===== config.mk =====
export PLATFORM = sky130hd
export DESIGN_NAME = scrolling_text_terminal_buffer
export DESIGN_NICKNAME = d
export VERILOG_FILES = /design/src/design/stt_pkg.sv /design/src/design/scrolling_text_terminal_buffer.sv
export VERILOG_INCLUDE_DIRS = /design/src /design/src/design
export SDC_FILE = /design/constraint.sdc
export NUM_CORES = 1
export LEC_CHECK = 0
export BUFFER_PORTS_ARGS = -buffer_cell sky130_fd_sc_hd__buf_2
export CAP_MARGIN = 25
export CELL_PAD_IN_SITES_DETAIL_PLACEMENT = 1
export CELL_PAD_IN_SITES_GLOBAL_PLACEMENT = 2
export CORE_ASPECT_RATIO = 0.8
export CORE_MARGIN = 1.5
export CORE_UTILIZATION = 32
export DETAILED_ROUTE_END_ITERATION = 12
export GPL_ROUTABILITY_DRIVEN = 0
export PLACE_DENSITY_LB_ADDON = 0.1
export SLEW_MARGIN = 10
export SYNTH_ARGS = -nofsm -noshare
export SYNTH_HDL_FRONTEND = slang
export SYNTH_SLANG_ARGS = --single-unit

===== constraint.sdc =====
create_clock -name clk_i -period 6.35 [get_ports clk_i]
set_input_delay 0.3175 -clock clk_i [delete_from_list [all_inputs] [get_ports clk_i]]
set_output_delay 0.3175 -clock clk_i [all_outputs]
set_load 0.01 [all_outputs]

===== src/design/scrolling_text_terminal_buffer_defines.svh =====
// Assertion macros for the scrolling text terminal buffer
`ifndef SCROLLING_TEXT_TERMINAL_BUFFER_DEFINES_SVH
`define SCROLLING_TEXT_TERMINAL_BUFFER_DEFINES_SVH

// same-cycle implication, disabled while in reset
`define STT_ASSERT_NOW(label, ante, cons, msg) \
  label: assert property (@(posedge clk_i) disable iff (!rst_ni) (ante) |-> (cons)) \
    else $error(msg);

// next-cycle implication, disabled while in reset
`define STT_ASSERT_NEXT(label, ante, cons, msg) \
  label: assert property (@(posedge clk_i) disable iff (!rst_ni) (ante) |=> (cons)) \
    else $error(msg);

`endif


===== src/design/stt_pkg.sv =====
// Shared types, key codes and prompt text for the scrolling text terminal buffer
package stt_pkg;

  typedef enum logic {
    ACT_KEY  = 1'b0,
    ACT_READ = 1'b1
  } stt_act_e;

  localparam logic [7:0] KEY_BS  = 8'h08;
  localparam logic [7:0] KEY_DEL = 8'h7F;
  localparam logic [7:0] KEY_LF  = 8'h0A;
  localparam logic [7:0] KEY_CR  = 8'h0D;

  localparam int PROMPT_FULL = 9;
  localparam int PW          = 4;

  localparam int IN_DATA_W  = 16;
  localparam int OUT_DATA_W = 16;

  function automatic logic [7:0] prompt_char(input logic [PW-1:0] idx);
    logic [7:0] c;
    case (idx)
      4'd0:    c = 8'h44;
      4'd1:    c = 8'h69;
      4'd2:    c = 8'h67;
      4'd3:    c = 8'h69;
      4'd4:    c = 8'h74;
      4'd5:    c = 8'h65;
      4'd6:    c = 8'h2E;
      4'd7:    c = 8'h2E;
      4'd8:    c = 8'h2E;
      default: c = 8'h00;
    endcase
    return c;
  endfunction

endpackage


===== src/design/scrolling_text_terminal_buffer.sv =====
// Scrolling text terminal buffer: screen store, cursor and prompt tracking
//
// Input stream (s_axis): tuser selects the transaction kind, 0 = key byte,
// 1 = read one screen cell; tdata carries the key byte and the read position.
// Output stream (m_axis): one result per input transaction with cursor
// position, scroll flag, the read cell (0 for key bytes) and prompt status.
// An accepted input is registered in the input stage, its result in the result stage.
// Throughput: one transaction per cycle while m_axis_tready is high. A key byte updates
// the cursor and, unless newline or erase, writes a RAM cell; a read is one registered
// RAM read. Scrolling rotates the top line and clears its length and prompt count.
// Reset: line 0 shows the prompt "Digite...", cursor at line 0, column 9,
// other lines empty. The screen RAM itself is not cleared; line lengths and
// a prompt-cell count keep stale cells from ever being read.
// Stall: when the receiver holds tready low the result register and the
// input register both hold, and s_axis_tready drops once both are full.
module scrolling_text_terminal_buffer #(
  parameter int ROWS = 3,
  parameter int COLS = 16
) (
  input  logic        clk_i,
  input  logic        rst_ni,
  input  logic        s_axis_tvalid,
  output logic        s_axis_tready,
  input  logic [15:0] s_axis_tdata,   // key_byte[7:0], read_row[9:8], read_col[13:10]
  input  logic        s_axis_tuser,   // action[0]
  output logic        m_axis_tvalid,
  input  logic        m_axis_tready,
  output logic [15:0] m_axis_tdata    // cursor_row[1:0], cursor_col[5:2], scrolled[6],
                                      // cell_char[14:7], prompt_showing[15]
);
  import stt_pkg::*;

  localparam int ROW_W = (ROWS > 1) ? $clog2(ROWS) : 1;
  localparam int CW    = $clog2(COLS + 1);
  localparam int CI    = $clog2(COLS);
  localparam int RCW   = (CW > 4) ? CW : 4;
  localparam int SW    = ROW_W + 3;
  localparam int AW    = $clog2(ROWS * COLS);
  localparam int PLEN  = (PROMPT_FULL < COLS) ? PROMPT_FULL : COLS;

  function automatic logic [ROW_W-1:0] phys_of(input logic [SW-1:0] v);
    logic [SW-1:0] r;
    r = (v >= SW'(ROWS)) ? v - SW'(ROWS) : v;
    return r[ROW_W-1:0];
  endfunction

  // input stage
  logic                  v1_q;
  stt_act_e              in_act_q;
  logic [7:0]            in_key_q;
  logic [1:0]            in_rrow_q;
  logic [3:0]            in_rcol_q;

  // result stage
  logic                  v2_q;
  logic [1:0]            out_row_q;
  logic [3:0]            out_col_q;
  logic                  out_scr_q;
  logic                  out_prm_q;
  logic                  rd_ok_q;
  logic                  use_prm_q;
  logic [7:0]            prm_char_q;
  logic [7:0]            rd_data_q;

  // terminal state
  logic [ROW_W-1:0]      top_q, top_d;
  logic [ROW_W-1:0]      row_q, row_d;
  logic [CW-1:0]         col_q, col_d;
  logic [CW-1:0]         len_q  [ROWS];
  logic [CW-1:0]         len_d  [ROWS];
  logic [PW-1:0]         mlen_q [ROWS];
  logic [PW-1:0]         mlen_d [ROWS];
  logic [PW-1:0]         orig_q, orig_d;
  logic                  prm_q, prm_d;

  logic [7:0]            mem_q [ROWS*COLS];

  logic                  adv2, step_en, key_en, rd_en, wr_en, wr_req;
  logic                  nl, scr;
  logic [ROW_W-1:0]      cur_p;
  logic [CW-1:0]         wr_col;
  logic [AW-1:0]         wr_addr, rd_addr;

  logic [ROW_W-1:0]      r_p;
  logic                  r_rowok, r_ok, r_use_prm;
  logic [RCW-1:0]        rcol_x;
  logic [7:0]            cell_byte;

  assign adv2          = !v2_q || m_axis_tready;
  assign s_axis_tready = !v1_q || adv2;
  assign step_en       = v1_q && adv2;
  assign key_en        = step_en && (in_act_q == ACT_KEY);
  assign rd_en         = step_en && (in_act_q == ACT_READ);
  assign wr_en         = key_en && wr_req;

  assign cur_p = phys_of(SW'(top_q) + SW'(row_q));

  always_comb begin
    top_d  = top_q;
    row_d  = row_q;
    col_d  = col_q;
    len_d  = len_q;
    mlen_d = mlen_q;
    orig_d = orig_q;
    wr_req = 1'b0;
    wr_col = col_q;
    nl     = 1'b0;
    scr    = 1'b0;
    if (prm_q) begin
      len_d[top_q]  = '0;
      mlen_d[top_q] = '0;
      col_d         = '0;
    end
    if (in_key_q == KEY_LF || in_key_q == KEY_CR) begin
      nl = 1'b1;
    end else if (in_key_q == KEY_BS || in_key_q == KEY_DEL) begin
      if (col_d != '0) begin
        col_d        = col_d - 1'b1;
        len_d[cur_p] = col_d;
        if (CW'(mlen_d[cur_p]) > col_d) begin
          mlen_d[cur_p] = PW'(col_d);
        end
      end
    end else begin
      wr_req = 1'b1;
      wr_col = col_d;
      if (CW'(mlen_d[cur_p]) == col_d && col_d < CW'(PLEN) &&
          in_key_q == prompt_char(PW'(col_d))) begin
        mlen_d[cur_p] = PW'(col_d + 1'b1);
      end
      if (cur_p == '0 && CW'(orig_q) > col_d) begin
        orig_d = PW'(col_d);
      end
      col_d        = col_d + 1'b1;
      len_d[cur_p] = col_d;
      if (col_d == CW'(COLS)) begin
        nl = 1'b1;
      end
    end
    if (nl) begin
      if (row_q == ROW_W'(ROWS - 1)) begin
        len_d[top_q]  = '0;
        mlen_d[top_q] = '0;
        top_d         = (top_q == ROW_W'(ROWS - 1)) ? '0 : top_q + 1'b1;
        scr           = 1'b1;
      end else begin
        row_d = row_q + 1'b1;
      end
      col_d = '0;
    end
    prm_d = (row_d == '0) && (len_d[top_d] == CW'(PLEN)) && (mlen_d[top_d] == PW'(PLEN));
  end

  // read path
  assign r_rowok   = int'(in_rrow_q) < ROWS;
  assign r_p       = phys_of(SW'(top_q) + SW'(in_rrow_q));
  assign rcol_x    = RCW'(in_rcol_q);
  assign r_ok      = r_rowok && (rcol_x < RCW'(COLS)) && (rcol_x < RCW'(len_q[r_p]));
  assign r_use_prm = (r_p == '0) && (rcol_x < RCW'(orig_q));
  assign rd_addr   = AW'(r_p) * AW'(COLS) + AW'(rcol_x[CI-1:0]);
  assign wr_addr   = AW'(cur_p) * AW'(COLS) + AW'(wr_col[CI-1:0]);

  always_ff @(posedge clk_i) begin
    if (wr_en) begin
      mem_q[wr_addr] <= in_key_q;
    end
  end

  always_ff @(posedge clk_i) begin
    if (rd_en) begin
      rd_data_q <= mem_q[rd_addr];
    end
  end

  always_ff @(posedge clk_i or negedge rst_ni) begin
    if (!rst_ni) begin
      v1_q <= 1'b0;
      v2_q <= 1'b0;
    end else begin
      if (s_axis_tready) begin
        v1_q <= s_axis_tvalid;
      end
      if (adv2) begin
        v2_q <= v1_q;
      end
    end
  end

  always_ff @(posedge clk_i) begin
    if (s_axis_tvalid && s_axis_tready) begin
      in_act_q  <= stt_act_e'(s_axis_tuser);
      in_key_q  <= s_axis_tdata[7:0];
      in_rrow_q <= s_axis_tdata[9:8];
      in_rcol_q <= s_axis_tdata[13:10];
    end
  end

  always_ff @(posedge clk_i) begin
    if (step_en) begin
      if (in_act_q == ACT_KEY) begin
        out_row_q <= 2'(row_d);
        out_col_q <= 4'(col_d);
        out_scr_q <= scr;
        out_prm_q <= prm_d;
        rd_ok_q   <= 1'b0;
      end else begin
        out_row_q <= 2'(row_q);
        out_col_q <= 4'(col_q);
        out_scr_q <= 1'b0;
        out_prm_q <= prm_q;
        rd_ok_q   <= r_ok;
      end
      use_prm_q  <= r_use_prm;
      prm_char_q <= prompt_char(in_rcol_q);
    end
  end

  always_ff @(posedge clk_i or negedge rst_ni) begin
    if (!rst_ni) begin
      top_q  <= '0;
      row_q  <= '0;
      col_q  <= CW'(PLEN);
      orig_q <= PW'(PLEN);
      prm_q  <= 1'b1;
      for (int i = 0; i < ROWS; i++) begin
        len_q[i]  <= (i == 0) ? CW'(PLEN) : '0;
        mlen_q[i] <= (i == 0) ? PW'(PLEN) : '0;
      end
    end else if (key_en) begin
      top_q  <= top_d;
      row_q  <= row_d;
      col_q  <= col_d;
      orig_q <= orig_d;
      prm_q  <= prm_d;
      len_q  <= len_d;
      mlen_q <= mlen_d;
    end
  end

  assign cell_byte     = rd_ok_q ? (use_prm_q ? prm_char_q : rd_data_q) : 8'h00;
  assign m_axis_tvalid = v2_q;
  assign m_axis_tdata  = {out_prm_q, cell_byte, out_scr_q, out_col_q, out_row_q};

`include "scrolling_text_terminal_buffer_defines.svh"

  `STT_ASSERT_NOW(a_prompt_on_top_line, prm_q, row_q == '0, "prompt flag set off line 0")
  `STT_ASSERT_NOW(a_cursor_at_line_end, 1'b1, len_q[cur_p] == col_q,
                  "cursor column differs from cursor line length")
  `STT_ASSERT_NEXT(a_scroll_at_bottom, key_en && scr, row_q == ROW_W'(ROWS - 1),
                   "scroll without cursor on bottom line")

endmodule


# Word-level counts from Yosys, hierarchy flattened
# Memory sizes are Yosys's and may differ from the RTL's. A register that Yosys moved wholly into a read port is not among the register bits.
# Index checks and enable logic that the tools add are counted.
[totals] word_cells=171 mem_count=3 rom_bits=224 ram_bits=384 ff_bits=76 output_inout_bits=18
[mem_list] name="mem_q" depth=48 word_bits=8 rd=1 rd_clocked_by_memory_dff=1 write_ports=1 line_no="scrolling_text_terminal_buffer.sv:76" rtl="logic [7:0] mem_q [ROWS*COLS];"
[mem_list] name="(name not given)" depth=16 word_bits=7 rd=1 rd_clocked_by_memory_dff=0 write_ports=0 line_no="stt_pkg.sv:22" rtl="case (idx)"
[mem_list] name="(name not given)" depth=16 word_bits=7 rd=1 rd_clocked_by_memory_dff=1 write_ports=0 line_no="stt_pkg.sv:22"
[classes] bitwise=14 addsub=10 reduce_logical=27 muxes=67 eq_ne=11 magnitude_cmp=15
[ops] op="12-bit two-way mux" count=8
[ops] op="15-bit two-way mux" count=6
[ops] op="5-bit two-way mux" count=11
[ops] op="4-bit two-way mux" count=9
[ops] op="8-bit two-way mux" count=4
[ops] op="15-bit bitwise AND" count=2
[ops] op="15-bit bitwise mux" count=2
[ops] op="12-bit bitwise AND" count=2
[ops] op="12-bit bitwise mux" count=2
[ops] op="8-bit by 4-bit equality test with 1-bit output (second input constant)" count=3
[ops] op="5-bit binary-select mux with 2-bit select" count=2
[ops] op="5-bit demux with 2-bit select" count=2
[ops] op="4-bit binary-select mux with 2-bit select" count=2
[ops] op="4-bit demux with 2-bit select" count=2
[ops] op="2-bit two-way mux" count=8
[ops] op="1-bit logical AND" count=15
[ops] op="15-bit NOT" count=1
[ops] op="6-bit by 4-bit adder with 6-bit output" count=2
[ops] op="3-bit greater-or-equal comparator (second input constant)" count=4
[ops] op="12-bit NOT" count=1
[ops] op="2-bit NOT with 3-bit output" count=4
[ops] op="4-bit by 5-bit > comparator with 1-bit output" count=2
[ops] op="1-bit two-way mux" count=9
[ops] op="8-bit by 7-bit equality test with 1-bit output (second input constant)" count=1
[ops] op="25 further kinds" count=40

# Logic depth before layout (Yosys ltp)
# Gate-level depths: netlist of run 1.
[logic_depth] depth_word=26 mapped_depth=22

# Least setup slack after synthesis of run 1
# No wires, ideal clock.
[synth_timing] kind="register to register" start="reg top_q[1]" end="reg out_prm_q, data pin" path_slack_ps=1480 t_arrival_ps=4605 path_stages_with_launch=20 path_buffers=2 setup_time_ps=264 path_cell_list="dfrtp_1 > clkbuf_1 > inv_1 > fa_1 > inv_1 > ha_1 > o31ai_1 > clkbuf_1 > a21oi_1 > ha_1 > and4_1 > a221oi_1 > a21boi_1 > nand2_1 > or3_1 > a21oi_1 > o21a_1 > a31oi_1 > a41oi_2 > a31oi_1"
[synth_between] elab_chain_cells=26 word_cells_on_any_way=68 classes_between="add/sub: 3; order compare: 6; eq/ne: 4; mux: 40; bitwise: 9; reduce/logical: 6"
[synth_rtl] item="start: declaration" line_no="scrolling_text_terminal_buffer.sv:66" rtl="logic [ROW_W-1:0] top_q, top_d;"
[synth_rtl] item="start signal: assignment" line_no="scrolling_text_terminal_buffer.sv:230" rtl="top_q <= top_d;"
[synth_rtl] item="branches (longest 24 deep; another with 4-bit by 5-bit > comparator with 1-bit output)"
[synth_rtl] item="1-bit logical AND *" line_no="scrolling_text_terminal_buffer.sv:151" rtl="prm_d = (row_d == '0) && (len_d[top_d] == CW'(PLEN)) && (mlen_d[top_d] == PW'(PLEN));"
[synth_rtl] item="1-bit two-way mux *" line_no="scrolling_text_terminal_buffer.sv:200" rtl="if (in_act_q == ACT_KEY) begin"
[synth_rtl] item="end signal: assignment" line_no="scrolling_text_terminal_buffer.sv:204" rtl="out_prm_q <= prm_d;"
[synth_rtl] item="end signal: assignment" line_no="scrolling_text_terminal_buffer.sv:210" rtl="out_prm_q <= prm_q;"
[synth_rtl] item="end: declaration" line_no="scrolling_text_terminal_buffer.sv:59" rtl="logic out_prm_q;"
# Every way passes the cells marked *. The select of a mux whose other input is x is not followed.
# A chain may end at the register's enable or synchronous reset.

# Worst setup path after layout of run 1
[layout_timing] start="reg row_q[0]" end="reg out_prm_q, data pin"
[layout_between] elab_chain_cells=22 word_cells_on_any_way=56 classes_between="add/sub: 3; order compare: 4; eq/ne: 4; mux: 35; bitwise: 4; reduce/logical: 6"
[layout_rtl] item="start: declaration" line_no="scrolling_text_terminal_buffer.sv:67" rtl="logic [ROW_W-1:0] row_q, row_d;"
[layout_rtl] item="start signal: assignment" line_no="scrolling_text_terminal_buffer.sv:231" rtl="row_q <= row_d;"
[layout_rtl] item="branches (longest 20 deep; another with 4-bit by 5-bit > comparator with 1-bit output)"
[layout_rtl] item="1-bit logical AND *" line_no="scrolling_text_terminal_buffer.sv:151"
[layout_rtl] item="1-bit two-way mux *" line_no="scrolling_text_terminal_buffer.sv:200"
# Marked as above.

==> results.json, run 1 <==
{
  "finalCritPeriodShare_pct": 84.99,
  "place_area_sq_um": 22400,
  "grt_antenna_before_repair": 3,
  "postSynth.asyncResetShare_pct": 9.208,
  "clk_root_buf": "clkbuf_16",
  "final_antenna_net_count": 0,
  "fp_rows": 83,
  "avgRoutedWirePerCell_microns": 27.42,
  "worstSetupPathType": "reg -> reg",
  "core_sq_um": 64390,
  "power.density_nw_per_um2": 360.1,
  "fmax_mhz": 185.3,
  "min-delay-path-class": "in -> async",
  "netlist_top_cells_area": "edfxtp_1, mux4_2, dfrtp_1, nor2_1, nand2_1",
  "floorplan_die_area_sq_um": 66930,
  "synth-seq-area-share_pct": 66.05,
  "maxSlewViolCount": 0,
  "synth_adder_area_share_pct": 1.746,
  "cts.sink_count": 467,
  "report.final.hold_viol_count": 0,
  "clk_pin_slew_ps": 60,
  "worst-slew-pin-transition_ps": 1102,
  "setup.worst_path.start_class": "flip-flop",
  "grt.overflow.total": 0,
  "drt_iter0_markers": 902,
  "final_core_utilization_pct": 37.53,
  "fin_nets": 1480,
  "grt_setup_unrepaired": "no",
  "first_global_vias": 12800,
  "synth_edf_count": 424,
  "grt_usage_pct": 19.36,
  "fraction_of_the_mapped_netlist_area_in_compound_gates_pct": 6.297,
  "dp.cells": 2211,
  "initial_core_util_pct": 32.49,
  "synth_flop_cell": "edfxtp_1",
  "cp_data_arrival_time_ps": 5830,
  "grt_pass1_wl_mm": 92.42,
  "synthDistinctLibCells": 80,
  "period_minus_ws_final_ps": 5397,
  "syn_avg_cell_area_sq_um": 15.71,
  "worst_rel_slew_slack_pct": 26.03,
  "tritoncts": "built",
  "hpwl_mm": 43.32,
  "area_growth_syn_to_layout_pct": 15.50,
  "setup_viol": 0,
  "cts.htree.levels": 2,
  "layout-drive-gt1-share_pct": 22.28,
  "portBuffers": 36,
  "wirelength_mm": 63.70,
  "multiplexer_share_of_the_synthesized_area_pct": 15.15,
  "whs_ps": 395.4,
  "finalNonFillerCells": 2323,
  "yosys_register_bits": 467,
  "die-width_microns": 288.9,
  "fin_setup_tns_ps": 0,
  "clk_latency_ps": 600,
  "worst-path-max-fanout": 8,
  "post-route-drc-count": 0,
  "die_h_microns": 231.7,
  "p_leak_nw": 7.984,
  "num_vias": 12400,
  "route.detailed.vias_per_inst": 5.339,
  "worst_clock_skew_ps": 22.65,
  "floorplan.io_pins": 39,
  "tritoncts.num_buffers": 50,
  "cts_setup_buffers": 0,
  "syn_nets": 1381,
  "endpoint_kind": "flip-flop",
  "pin_count_of_the_biggest_net_entering_global_routing": 53,
  "drt_first_pass_iters": 7,
  "yosysWarningCount": 0,
  "netlist.area_leader.share_pct": 60.86,
  "commonest_cells_after_routing_fill_and_taps_aside": "edfxtp_1, mux4_2, nor2_1, nand2_1, buf_4",
  "cts_max_path_buffers": 3,
  "drv.max_cap_violation_count": 0,
  "synth_area_leader_cell": "edfxtp_1",
  "synthSimpleGateAreaFrac_pct": 8.241,
  "post_synth_inst_count": 1332,
  "synth-xor-area-share_pct": 0.5442,
  "status": "finished, final reports clean",
  "synth.cell_area_sq_um": 20920,
  "worstPathRequired_ps": 6780,
  "worst_ir_drop_vdd_uv": 188.6,
  "final_area_sq_um": 24160,
  "final_common_cell": "edfxtp_1",
  "synth_top_family_by_area": "multiplexers"
}
## area by class of cell
type,instances,area (sq um)
fill,6534,40220
sequential,467,13820
multi-input combinational,764,6706
clock buffer,65,1329
tap,850,1064
timing repair buffer,121,888.4
clock inverter,28,252.7
inverter,27,101.3
antenna,1,2.502
## path summary, 6_finish.rpt
check	start	end	slack [ps]	cells after the start
worst min register to register	mlen_q[8]$_DFFE_PN1P_	mlen_q[8]$_DFFE_PN1P_	460	2
min in group clk_i	s_axis_tdata[13]	in_rcol_q[3]$_DFFE_PP_	430	2
worst max-delay path	row_q[0]$_DFFE_PN0P_	out_prm_q$_DFFE_PP_	950	21
max in group asynchronous	rst_ni	orig_q[2]$_DFFE_PN0P_	5470	3
worst min-delay path	rst_ni	m_axis_tvalid$_DFFE_PN0P_	400	3
worst max register to register	row_q[0]$_DFFE_PN0P_	out_prm_q$_DFFE_PP_	950	21
## cell usage after synthesis, drive strengths merged (7+ instances only)
cell      n
mux2     10
nand2   106
xor2      7
mux4    120
a22oi     7
o21a      9
mux2i    35
nand3b    9
clkbuf   49
nand2b    8
o22ai     7
nand4    14
a211oi    8
nor3     17
a21oi    42
buf      25
ha       26
nand3    29
o21ai    67
dfstp     9
a31oi     8
nor2b    23
o211ai    7
dfrtp    34
edfxtp  424
and2      7
nor2    110
inv      27
## through the flow
step | total power [mW] | worst slack, ps
after floorplan | 4.985 | 1480
after global placement | 5.866 | 1038
after detailed placement | 5.878 | 1041
after CTS | 8.791 | 985.7
after global routing | 9.102 | 587.0
final | 8.702 | 953.4
## timing repair
| action | 4_1_cts | 5_1_grt |
|---|---|---|
| gates resized for setup | 0 | 0 |
| hold endpoints to repair | 51 | 0 |
| hold buffers | 18 | 0 |
## flip-flops by register name, indices dropped and copies added (netlist names)
register       flops
prm_char_q         7
use_prm_q          1
row_q              2
orig_q             4
in_act_q           1
out_col_q          4
out_row_q          2
in_key_q           8
prm_q              1
top_q              2
m_axis_tvalid      1
rd_data_q          8
col_q              5
rd_ok_q            1
out_prm_q          1
in_rrow_q          2
mlen_q            12
out_scr_q          1
len_q             15
in_rcol_q          4
v1_q               1
mem_q            384
## logic make-up after synthesis
logic type	after synthesis
multiplexers	165
buffers and inverters	101
adder cells (fa/ha/maj)	28
flip-flops	467
XOR/XNOR	13
AO/OA/AOI/OAI	202
AND/OR/NAND/NOR	356
## critical path, stage by stage, from the launching register on
cell and delay (ps):
dfrtp_1 360, ha_1 150, inv_1 40, fa_1 600, inv_1 80, ha_1 230
nor2b_1 470, o221ai_1 220, a22oi_1 360, a21oi_1 110, ha_1 340, and4_1 200
a221oi_1 220, a21boi_1 190, buf_4 160, nand3_1 150, mux2i_1 160, a31oi_1 210
nand3_2 120, nor4_1 530, a41oi_2 100, a31oi_1 200
## power by group
group | internal [mW] | total (mW) | switching [mW]
registers | 3.52 | 3.66 | 0.135
logic | 0.730 | 2.16 | 1.43
clock network | 1.61 | 2.88 | 1.27
## routing by layer
| metal | global-route usage [%] | vias to the layer above | share of wire [%] |
|---|---|---|---|
| met1 | 30.73 | 6585 | 51 |
| met2 | 27.41 | 261 | 43 |
| met3 | 3.212 | 63 | 4.8 |
| li1 | - | 5492 | - |
| met4 | 3.923 | 2 | 1.5 |
| met5 | 1.324 | - | 0.19 |
(Power assumes the default switching activity.)
==> run 2, diff against run 1 <==
==> constraint.sdc (replaced) <==
create_clock -name clk_i -period 5.2 [get_ports clk_i]
set_input_delay 0.26 -clock clk_i [delete_from_list [all_inputs] [get_ports clk_i]]
set_output_delay 0.26 -clock clk_i [all_outputs]
set_load 0.01 [all_outputs]
==> run 2 against run 1 <==
  * Highest routed layer is now met4
  * Clock power grew 25%
  * Hold slack got worse by 96 ps
  * Critical endpoint unchanged
  * Non-clock buffer count rose by 49
  * The flow now finishes with violations (design-rule violations)
  * Routed wire length is 2.1% higher
==> results.json, run 2 (same netlist as run 1, synthesis figures left out) <==
{
  "final_core_utilization_pct": 38.25,
  "wirelength_mm": 65.02,
  "power.density_nw_per_um2": 442.4,
  "layout-drive-gt1-share_pct": 25.38,
  "die_h_microns": 231.7,
  "dp.cells": 2255,
  "largest_register_ffs": 384,
  "post-route-drc-count": 6,
  "cp_data_arrival_time_ps": 5320,
  "commonest_cells_after_routing_fill_and_taps_aside": "edfxtp_1, mux4_2, buf_4, nor2_1, nand2_1",
  "place_area_sq_um": 22730,
  "worstPathRequired_ps": 5630,
  "pin_count_of_the_biggest_net_entering_global_routing": 80,
  "worst-r2r-cell-count": 21,
  "route.detailed.vias_per_inst": 5.301,
  "report.final.hold_viol_count": 0,
  "first_global_vias": 13000,
  "hpwl_mm": 44.96,
  "worst_path_largest_cell_delay_ps": 600,
  "cts.htree.levels": 2,
  "reg2reg_slack_ps": 310,
  "initial_core_util_pct": 32.49,
  "worstReg2RegStart": "row_q[0]$_DFFE_PN0P_",
  "timing.critical_path.from": "row_q[0]$_DFFE_PN0P_",
  "drt_first_pass_iters": 9,
  "die-width_microns": 288.9,
  "status": "finished with violations",
  "fin_nets": 1529,
  "pwr-share-clk_pct": 33.0,
  "cts.sink_count": 467,
  "min-delay-path-class": "in -> async",
  "drv.max_cap_violation_count": 0,
  "grt_pass1_wl_mm": 94.96,
  "grt_antenna_before_repair": 5,
  "setup.worst_path.start_class": "flip-flop",
  "finalNonFillerCells": 2373,
  "layout_top_registers": "mem_q (384), len_q (15), mlen_q (12)",
  "endpoint_kind": "flip-flop",
  "clk_pin_slew_ps": 60,
  "top_register": "mem_q",
  "finalCritPeriodShare_pct": 94.06,
  "tritoncts": "built",
  "grt.overflow.total": 0,
  "worstSetupPathType": "reg -> reg",
  "core_sq_um": 64390,
  "worst_ir_drop_vdd_uv": 248.4,
  "worst_clock_skew_ps": 46.84,
  "num_vias": 12580,
  "area_growth_syn_to_layout_pct": 17.71,
  "worst_rel_slew_slack_pct": 31.78,
  "critical_path.most_common_cell": "ha_1",
  "final_antenna_net_count": 0,
  "period_minus_ws_final_ps": 4891,
  "portBuffers": 36,
  "grt_usage_pct": 19.80,
  "violations_in_the_final_reports": "design-rule violations",
  "cts_max_path_buffers": 3,
  "floorplan_die_area_sq_um": 66930,
  "whs_ps": 299.3,
  "avgRoutedWirePerCell_microns": 27.40,
  "worst-path-max-fanout": 6,
  "clk_latency_ps": 620,
  "fp_rows": 83,
  "p_comb_share_pct": 25.9,
  "seq_power_share_pct": 41.2,
  "fmax_mhz": 204.5,
  "worst-slew-pin-transition_ps": 1017,
  "floorplan.io_pins": 39,
  "slowest_stage": "fa_2",
  "tritoncts.num_buffers": 50,
  "switching_power_mw": 3.531,
  "sw_share_pct": 32.41,
  "p_leak_nw": 8.282,
  "final_common_cell": "edfxtp_1",
  "setup_viol": 0,
  "power.internal_mw": 7.363,
  "crit_chain": "ha_1 > inv_1 > fa_2 > inv_1 > ha_1 > nand4b_1 > o31a_1 > a21oi_2 > nor2_1 > ha_1 > and4_1 > a221oi_1 > a21boi_2 > buf_4 > nand3_1 > mux2_2 > nand3_1 > o2111ai_1 > nor4_2 > a41oi_2 > a31oi_1",
  "fin_setup_tns_ps": 0,
  "drt_iter0_markers": 947,
  "final_area_sq_um": 24630,
  "worstReg2RegEnd": "out_prm_q$_DFFE_PP_",
  "clk_root_buf": "clkbuf_16",
  "maxSlewViolCount": 0
}
==> run 2: cell types whose count changed in the layout (fill, tap and decap cells not counted), sizes merged <==
cell	delta
inv	+2
dlygate4sd3	+1
clkinvlp	-2
diode	+1
clkbuf	+2
bufinv	+2
buf	+48
clkinv	-4
==> run 2: how the worst max path moves through the flow <==
stage	endpoint	depth (start not counted)
after floorplan	out_prm_q$_DFFE_PP_	19
after CTS	out_prm_q$_DFFE_PP_	20
after global routing	out_prm_q$_DFFE_PP_	21
final	out_prm_q$_DFFE_PP_	21
after detailed placement	out_prm_q$_DFFE_PP_	20
after global placement	out_prm_q$_DFFE_PP_	20
==> run 2: layout make-up <==
| type | instances | area, sq um |
|---|---|---|
| fill | 6492 | 39760 |
| sequential | 467 | 13820 |
| multi-input combinational | 764 | 6749 |
| clock buffer | 67 | 1315 |
| timing repair buffer | 170 | 1259 |
| tap | 850 | 1064 |
| clock inverter | 26 | 314.1 |
| inverter | 27 | 101.3 |
| antenna | 2 | 5.005 |
==> run 2: per-stage QoR <==
step	power [mW]	setup WS [ps]
floorplan	6.087	330.5
CTS	10.91	3.582
finish	10.89	308.9
detailed placement	7.279	54.83
global route	11.36	-8.506
global placement	7.261	170.8
==> run 2: power groups by stage <==
| stage | Clock (mW) | Combinational, mW | Sequential, mW |
|---|---|---|---|
| 2_1_floorplan | 0 | 1.61 | 4.47 |
| 3_3_place_gp | 0 | 2.70 | 4.56 |
| 3_5_place_dp | 0 | 2.72 | 4.56 |
| 4_1_cts | 3.68 | 2.74 | 4.49 |
| 5_1_grt | 3.80 | 3.05 | 4.51 |
| 6_report | 3.59 | 2.82 | 4.49 |
==> run 2: worst max-delay path: cells and delay by family (launching register included) <==
kind	cells	cell delay, ps
buffers and inverters	3	270
DFF	1	360
adders and majority gates	4	1300
and+or+nand+nor	6	1200
AOI/OAI and AO/OA	7	1240
muxes	1	310
==> run 2: timing repair <==
item | CTS | global route
buffers inserted | 0 | 4
endpoints found under the hold margin | 51 | 0
endpoints found under the setup margin | 0 | 4
hold buffers | 19 | 0
gates resized for setup | 0 | 12
==> run 2: routing by layer <==
metal  track usage [%]  share of wire [%]  up-vias
met3             2.839                4.9       55
met4             3.613                1.3        0
met5                 0                  0        -
met1             32.48                 52     6662
met2             27.49                 42      283
li1                  -                  -     5579
